`config.mk`:
```
export PLATFORM = sky130hd
export DESIGN_NAME = ir_pulse_distance_encoder_top
export DESIGN_NICKNAME = d
export VERILOG_FILES = /design/src/design/irpde_pkg.sv /design/src/design/irpde_step.sv /design/src/design/ir_pulse_distance_encoder_top.sv
export SDC_FILE = /design/constraint.sdc
export NUM_CORES = 1
export LEC_CHECK = 0
export ABC_AREA = 0
export BUFFER_PORTS_ARGS = -buffer_cell sky130_fd_sc_hd__buf_2
export CORE_AREA = 2 2 131 133
export CTS_CLUSTER_SIZE = 14
export DETAILED_ROUTE_END_ITERATION = 8
export DIE_AREA = 0 0 133 135
export MAX_ROUTING_LAYER = met4
export PLACE_DENSITY = 0.82
export SLEW_MARGIN = 40
export SYNTH_ARGS = -nofsm -noshare
export SYNTH_HDL_FRONTEND = slang
export SYNTH_SLANG_ARGS = --single-unit
export TNS_END_PERCENT = 30
```
`constraint.sdc`:
```
create_clock -name clock -period 7.7 [get_ports clock]
set_input_delay 0.77 -clock clock [delete_from_list [all_inputs] [get_ports clock]]
set_output_delay 0.77 -clock clock [all_outputs]
set_load 0.01 [all_outputs]
```
`src/design/irpde_pkg.sv`:
```
package irpde_pkg;

   localparam int CFG_W     = 16;
   localparam int CSR_IDX_W = 8;

   localparam logic [CSR_IDX_W-1:0] CSR_START_MARK  = 8'd0;
   localparam logic [CSR_IDX_W-1:0] CSR_START_SPACE = 8'd1;
   localparam logic [CSR_IDX_W-1:0] CSR_ONE_MARK    = 8'd2;
   localparam logic [CSR_IDX_W-1:0] CSR_ONE_SPACE   = 8'd3;
   localparam logic [CSR_IDX_W-1:0] CSR_ZERO_MARK   = 8'd4;
   localparam logic [CSR_IDX_W-1:0] CSR_ZERO_SPACE  = 8'd5;
   localparam logic [CSR_IDX_W-1:0] CSR_END_MARK    = 8'd6;
   localparam logic [CSR_IDX_W-1:0] CSR_END_SPACE   = 8'd7;

   localparam logic [CFG_W-1:0] RST_START_MARK  = 16'd256;
   localparam logic [CFG_W-1:0] RST_START_SPACE = 16'd128;
   localparam logic [CFG_W-1:0] RST_ONE_MARK    = 16'd16;
   localparam logic [CFG_W-1:0] RST_ONE_SPACE   = 16'd16;
   localparam logic [CFG_W-1:0] RST_ZERO_MARK   = 16'd16;
   localparam logic [CFG_W-1:0] RST_ZERO_SPACE  = 16'd48;
   localparam logic [CFG_W-1:0] RST_END_MARK    = 16'd16;
   localparam logic [CFG_W-1:0] RST_END_SPACE   = 16'd16;

   localparam logic REQ_TICK = 1'b0;
   localparam logic REQ_SEND = 1'b1;

   typedef struct packed {
      logic [CFG_W-1:0] start_mark;
      logic [CFG_W-1:0] start_space;
      logic [CFG_W-1:0] one_mark;
      logic [CFG_W-1:0] one_space;
      logic [CFG_W-1:0] zero_mark;
      logic [CFG_W-1:0] zero_space;
      logic [CFG_W-1:0] end_mark;
      logic [CFG_W-1:0] end_space;
   } cfg_type;

   typedef struct packed {
      logic level;
      logic busy_res;
      logic rejected;
      logic done_res;
   } rsp_type;

endpackage

```
`src/design/irpde_step.sv`:
```
module irpde_step #(
   parameter int PAYLOAD_BITS = 32,
   parameter int IDX_W        = 7
) (
   input  logic                    req_type,
   input  logic [31:0]             code,
   input  irpde_pkg::cfg_type      cfg,
   input  logic [PAYLOAD_BITS-1:0] payload,
   input  logic [IDX_W-1:0]        chunk_idx,
   input  logic [15:0]             ticks,
   input  logic                    active,
   output logic [PAYLOAD_BITS-1:0] payload_nx,
   output logic [IDX_W-1:0]        chunk_idx_nx,
   output logic [15:0]             ticks_nx,
   output logic                    active_nx,
   output irpde_pkg::rsp_type      rsp
);
   import irpde_pkg::*;

   localparam int TOTAL_CHUNKS = 2 * PAYLOAD_BITS + 4;
   localparam int POS_W        = $clog2(PAYLOAD_BITS);
   localparam logic [IDX_W-1:0] TOTAL_IDX = IDX_W'(TOTAL_CHUNKS);
   localparam logic [IDX_W-1:0] LAST_IDX  = IDX_W'(TOTAL_CHUNKS - 1);
   localparam logic [IDX_W-1:0] ENDM_IDX  = IDX_W'(TOTAL_CHUNKS - 2);
   localparam logic [IDX_W-1:0] MSB_POS   = IDX_W'(PAYLOAD_BITS - 1);

   logic [PAYLOAD_BITS+31:0] code_ext;
   logic                     send_ok;
   logic                     rejected;
   logic [15:0]              ticks_dec;
   logic [IDX_W-1:0]         idx_inc;
   logic [IDX_W-1:0]         idx_m2;
   logic [IDX_W-1:0]         bit_pos;
   logic                     cur_bit;
   logic [15:0]              dur_next;
   logic                     done;

   assign code_ext = {{PAYLOAD_BITS{1'b0}}, code};
   assign send_ok  = (req_type == REQ_SEND) && !active;
   assign rejected = (req_type == REQ_SEND) && active;
   assign ticks_dec = ticks - 16'd1;
   assign idx_inc   = chunk_idx + IDX_W'(1);

   // duration of the chunk that follows the current one
   assign idx_m2  = idx_inc - IDX_W'(2);
   assign bit_pos = MSB_POS - {1'b0, idx_m2[IDX_W-1:1]};
   assign cur_bit = payload[bit_pos[POS_W-1:0]];

   always_comb begin
      if (idx_inc == ENDM_IDX) begin
         dur_next = cfg.end_mark;
      end else if (idx_inc == LAST_IDX) begin
         dur_next = cfg.end_space;
      end else if (idx_inc == IDX_W'(1)) begin
         dur_next = cfg.start_space;
      end else if (cur_bit) begin
         dur_next = idx_inc[0] ? cfg.one_space : cfg.one_mark;
      end else begin
         dur_next = idx_inc[0] ? cfg.zero_space : cfg.zero_mark;
      end
   end

   always_comb begin
      payload_nx   = payload;
      chunk_idx_nx = chunk_idx;
      ticks_nx     = ticks;
      active_nx    = active;
      done         = 1'b0;
      if (send_ok) begin
         payload_nx   = code_ext[PAYLOAD_BITS-1:0];
         chunk_idx_nx = '0;
         ticks_nx     = cfg.start_mark;
         active_nx    = 1'b1;
      end else if (req_type == REQ_TICK && active) begin
         ticks_nx = ticks_dec;
         if (ticks_dec == 16'd0) begin
            if (idx_inc >= TOTAL_IDX) begin
               chunk_idx_nx = TOTAL_IDX;
               active_nx    = 1'b0;
               done         = 1'b1;
            end else begin
               chunk_idx_nx = idx_inc;
               ticks_nx     = dur_next;
            end
         end
      end
   end

   assign rsp.level    = active_nx && (chunk_idx_nx < TOTAL_IDX) && !chunk_idx_nx[0];
   assign rsp.busy_res = active_nx;
   assign rsp.rejected = rejected;
   assign rsp.done_res = done;

endmodule

```
`src/design/ir_pulse_distance_encoder_top.sv`:
```
// a result is registered, in the output stage or in the skid, as its request beat is accepted
// throughput: one request per cycle while req_ready is high; a two-entry result buffer (output + skid)
// keeps req_ready high while one result waits on rsp_ready
// reset: synchronous, active high; frame idle, no result valid, timing registers at defaults
module ir_pulse_distance_encoder_top #(
   parameter int PAYLOAD_BITS = 32
) (
   input  logic                              clock,
   input  logic                              reset,
   input  logic                              req_valid,
   output logic                              req_ready,
   input  logic                              req_type,
   input  logic [31:0]                       req_code,
   output logic                              rsp_valid,
   input  logic                              rsp_ready,
   output logic                              rsp_level,
   output logic                              rsp_busy_res,
   output logic                              rsp_rejected,
   output logic                              rsp_done_res,
   input  logic                              csr_we,
   input  logic [irpde_pkg::CSR_IDX_W-1:0]   csr_index,
   input  logic [irpde_pkg::CFG_W-1:0]       csr_wdata
);
   import irpde_pkg::*;

   localparam int TOTAL_CHUNKS = 2 * PAYLOAD_BITS + 4;
   localparam int IDX_W        = $clog2(TOTAL_CHUNKS + 1);

   cfg_type                 cfg_ff;
   logic [PAYLOAD_BITS-1:0] payload_ff;
   logic [PAYLOAD_BITS-1:0] payload_in;
   logic [IDX_W-1:0]        chunk_idx_ff;
   logic [IDX_W-1:0]        chunk_idx_in;
   logic [15:0]             ticks_ff;
   logic [15:0]             ticks_in;
   logic                    active_ff;
   logic                    active_in;
   rsp_type                 rsp_new;
   rsp_type                 out_ff;
   rsp_type                 skid_ff;
   logic                    out_vld_ff;
   logic                    skid_vld_ff;
   logic                    req_fire;
   logic                    rsp_fire;

   assign req_ready = !skid_vld_ff;
   assign req_fire  = req_valid && req_ready;
   assign rsp_fire  = out_vld_ff && rsp_ready;

   // timing registers
   always_ff @(posedge clock) begin
      if (reset) begin
         cfg_ff.start_mark  <= RST_START_MARK;
         cfg_ff.start_space <= RST_START_SPACE;
         cfg_ff.one_mark    <= RST_ONE_MARK;
         cfg_ff.one_space   <= RST_ONE_SPACE;
         cfg_ff.zero_mark   <= RST_ZERO_MARK;
         cfg_ff.zero_space  <= RST_ZERO_SPACE;
         cfg_ff.end_mark    <= RST_END_MARK;
         cfg_ff.end_space   <= RST_END_SPACE;
      end else if (csr_we) begin
         case (csr_index)
            CSR_START_MARK:  cfg_ff.start_mark  <= csr_wdata;
            CSR_START_SPACE: cfg_ff.start_space <= csr_wdata;
            CSR_ONE_MARK:    cfg_ff.one_mark    <= csr_wdata;
            CSR_ONE_SPACE:   cfg_ff.one_space   <= csr_wdata;
            CSR_ZERO_MARK:   cfg_ff.zero_mark   <= csr_wdata;
            CSR_ZERO_SPACE:  cfg_ff.zero_space  <= csr_wdata;
            CSR_END_MARK:    cfg_ff.end_mark    <= csr_wdata;
            CSR_END_SPACE:   cfg_ff.end_space   <= csr_wdata;
            default: ;
         endcase
      end
   end

   irpde_step #(
      .PAYLOAD_BITS (PAYLOAD_BITS),
      .IDX_W        (IDX_W)
   ) u_step (
      .req_type     (req_type),
      .code         (req_code),
      .cfg          (cfg_ff),
      .payload      (payload_ff),
      .chunk_idx    (chunk_idx_ff),
      .ticks        (ticks_ff),
      .active       (active_ff),
      .payload_nx   (payload_in),
      .chunk_idx_nx (chunk_idx_in),
      .ticks_nx     (ticks_in),
      .active_nx    (active_in),
      .rsp          (rsp_new)
   );

   // frame state
   always_ff @(posedge clock) begin
      if (reset) begin
         payload_ff   <= '0;
         chunk_idx_ff <= IDX_W'(TOTAL_CHUNKS);
         ticks_ff     <= '0;
         active_ff    <= 1'b0;
      end else if (req_fire) begin
         payload_ff   <= payload_in;
         chunk_idx_ff <= chunk_idx_in;
         ticks_ff     <= ticks_in;
         active_ff    <= active_in;
      end
   end

   // result buffer: output stage plus skid
   always_ff @(posedge clock) begin
      if (reset) begin
         out_vld_ff  <= 1'b0;
         skid_vld_ff <= 1'b0;
      end else if (rsp_fire) begin
         if (skid_vld_ff) begin
            out_vld_ff  <= 1'b1;
            skid_vld_ff <= 1'b0;
         end else begin
            out_vld_ff <= req_fire;
         end
      end else if (req_fire) begin
         if (out_vld_ff) begin
            skid_vld_ff <= 1'b1;
         end else begin
            out_vld_ff <= 1'b1;
         end
      end
   end

   always_ff @(posedge clock) begin
      if (rsp_fire) begin
         if (skid_vld_ff) begin
            out_ff <= skid_ff;
         end else if (req_fire) begin
            out_ff <= rsp_new;
         end
      end else if (req_fire) begin
         if (out_vld_ff) begin
            skid_ff <= rsp_new;
         end else begin
            out_ff <= rsp_new;
         end
      end
   end

   assign rsp_valid    = out_vld_ff;
   assign rsp_level    = out_ff.level;
   assign rsp_busy_res = out_ff.busy_res;
   assign rsp_rejected = out_ff.rejected;
   assign rsp_done_res = out_ff.done_res;

endmodule

```
==> results.ini <==
[timing]
setup-tns-final_ps=0
report.final.slew_viol_count=0
fin_crit_ps=4400
rsz0062_at_grt=no
final-setup-viol-count=0
fin_crit_sh_pct=57.2
whs_ps=455
worst_pin_slew_ps=844
skew_ps=7.98
fmaxAchievable_mhz=227
hold_violations=0
slew_headroom_pct=43.7

[route]
ant_nets=0
wirelength_mm=26.0
vias_per_cell=6.16
dr.pass1.iters=6
drt-initial-drc-count=932
num_vias=8914
dr_wl_met2_mm=11.9
highest_layer=met4
dr_wl_met3_mm=2.31
wl_met1_mm=11.1
drc=0
wl_per_cell_um=18.0

[worst_setup_path]
critPathMaxFanout=37
reg2reg_slack_ps=3300
r2r-end=ticks_ff[0]
cp.arrival_ps=4730
cp-end-kind=register
reg2reg_depth=11
worstSetupPathType=reg -> reg
required_ps=8030
r2r-start=chunk_idx_ff[0]
worstSetupStartpoint=chunk_idx_ff[0]
start_kind=register

[synthesis]
synth_area_leaders=dfxtp_1 38%, nand2_1 12%, a21oi_1 8.2%
synth_nets=1288
synth.ff_latch_count=194
synthCells=1216
yosysWarnings=0
async_flop_share_pct=0
avgSynthCellArea_um2=8.02
ys_types=71
synth_area_um2=9750
synth_top_area_share_pct=38.2
synth_edf_count=8
yosysTopAreaCell=dfxtp_1
ys_seq_area_share_pct=40.6
synth_ff_type=dfxtp_1

[global_route]
grt_pass1_wl_mm=41.9
grt_use_total_pct=30.2
grt_max_degree=98
grt_pass1_vias=8219
antenna_found_initial=0
grt.overflow.total=0

[pwr]
ir_worst_vdd_uv=182
combPwrFrac_pct=12.4
p_per_area_nw_per_um2=202
leakage_uw=0.00394
intPower_uw=1580
switchingPower_uw=582
swShare_pct=27.0
clkPwrFrac_pct=38.8
power_frac_seq_pct=48.8
power.total_uw=2160

[worst_hold_path]
min_to=cfg_ff[86]
worstHoldStart=cfg_ff[86]
hold_depth=2
min_path_type=reg -> reg

[floorplanning]
die_w_um=133
io_pins=68
placementRows=47
dieHeight_um=135
initial_utilization_pct=59.4
coreArea_um2=16400
dieArea_um2=18000

[placed_design]
place.gp.congestion=0.939
portBuffers=67
dpl.hpwl_mm=17.7

[clock_tree]
ctsResizeCount=0
cts_root_buffer=clkbuf_16
numClockSinks=194
holdBufCountCts=0
numCtsBuffers=17
worstSkewPairLatency_ps=440
post_cts_buffers=0
cts.path.max_buffers=2
cts_tree=done
clkTransAtPathRegs_ps=70
htree_levels=4

[cells_and_area]
fill_cells=1354
fin_util_pct=65.1
final_common_cell=nand2_1
area_delta_synth_final_pct=9.56
diodes=0
final_cell_mix=306 x nand2_1, 185 x dfxtp_1, 160 x a21oi_1
drive_gt1_share_pct=13.4
num-nets-final=1286

[status]
status=complete, no violations

[run]
cap_viol_max_count=0

[through the flow]
step / instance area [um^2] / std cells / setup WS [ps]
floorplan: 9750 / 1216 / 3180
global placement: 10000 / 1413 / 3120
detailed placement: 10100 / 1413 / 3260
CTS: 10600 / 1445 / 3250
global route: 10700 / 1447 / 2940
finish: 10700 / 1447 / 3300
[Yosys cell counts (4+ instances only)]
master / n
a211o_1: 6
a211oi_1: 6
a21o_1: 5
a21oi_1: 160
a221oi_1: 6
a311o_1: 4
a311oi_1: 5
a31oi_1: 11
and3_1: 9
buf_2: 8
clkbuf_1: 84
dfxtp_1: 186
edfxtp_1: 8
ha_1: 10
inv_1: 23
mux2_2: 16
mux2i_1: 47
mux4_2: 14
nand2_1: 307
nand2b_1: 12
nand3_1: 16
nand3b_1: 13
nand4_1: 8
nor2_1: 72
nor3_1: 12
nor4_1: 11
o211ai_1: 4
o21a_1: 11
o21ai_0: 24
o21bai_1: 4
o221ai_1: 9
o22ai_1: 7
o31a_1: 7
o31ai_1: 6
or2_2: 7
or3_1: 12
or4_1: 4
xnor2_1: 7
[logic make-up (layout without fill, tap and decap cells)]
group           count (synthesis)  in the layout  share of synthesized area [%]
fa+ha+maj                      10             10                           1.28
xor+xnor                       12             12                           1.23
simple gates                  501            501                           22.7
mux                            77             77                           9.90
flops                         194            194                           40.6
buf+inv                       120            131                           4.91
compound gates                302            302                           19.3
[power groups by stage]
stage | Sequential [uW] | Clock [uW] | Combinational (uW)
3_3_place_gp | 1070 | 0 | 255
3_5_place_dp | 1070 | 0 | 259
6_report | 1050 | 838 | 267
4_1_cts | 1050 | 839 | 261
2_1_floorplan | 1070 | 0 | 197
5_1_grt | 1050 | 880 | 292
[area by class of cell]
type / count / area [um^2] / area share, %
Clock inverter: 12 / 108 / 1.01
Tap cell: 220 / 275 / 2.58
Inverter: 23 / 86.3 / 0.808
Sequential cell: 194 / 3970 / 37.1
Clock buffer: 20 / 437 / 4.09
Timing Repair Buffer: 76 / 420 / 3.93
Multi-Input combinational cell: 902 / 5390 / 50.5
[state kept, by name, indices dropped and copies added, names as in the netlist]
name and cells:
rsp_rejected 1, skid_ff 4, cfg_ff 128, payload_ff 32, rsp_busy_res 1, rsp_level 1
active_ff 1, rsp_valid 1, skid_vld_ff 1, chunk_idx_ff 7, rsp_done_res 1, ticks_ff 16
[how the worst max path moves through the flow]
stage,endpoint,slack (ps),depth (start not counted)
6_report,ticks_ff[0],3300,11
2_1_floorplan,ticks_ff[0],3180,16
3_3_place_gp,ticks_ff[0],3120,11
5_1_grt,ticks_ff[0],2940,11
3_5_place_dp,ticks_ff[0],3260,11
4_1_cts,ticks_ff[0],3250,11
[critical path, cell delays in order (launching register included)]
cell,delay [ps]
dfxtp_4,700
inv_1,190
ha_1,700
inv_1,90
ha_1,260
xnor2_1,170
xnor2_1,390
mux4_2,770
nand2_1,230
nand2_1,190
mux4_2,350
o31a_1,250
[layer usage]
layer  global-route usage [%]  up-vias
met5                        -        -
li1                         -     4244
met4                     11.6        0
met1                     40.6     4213
met3                     4.84       47
met2                     46.1      410
Note: power is estimated with default switching activity, not from simulation.
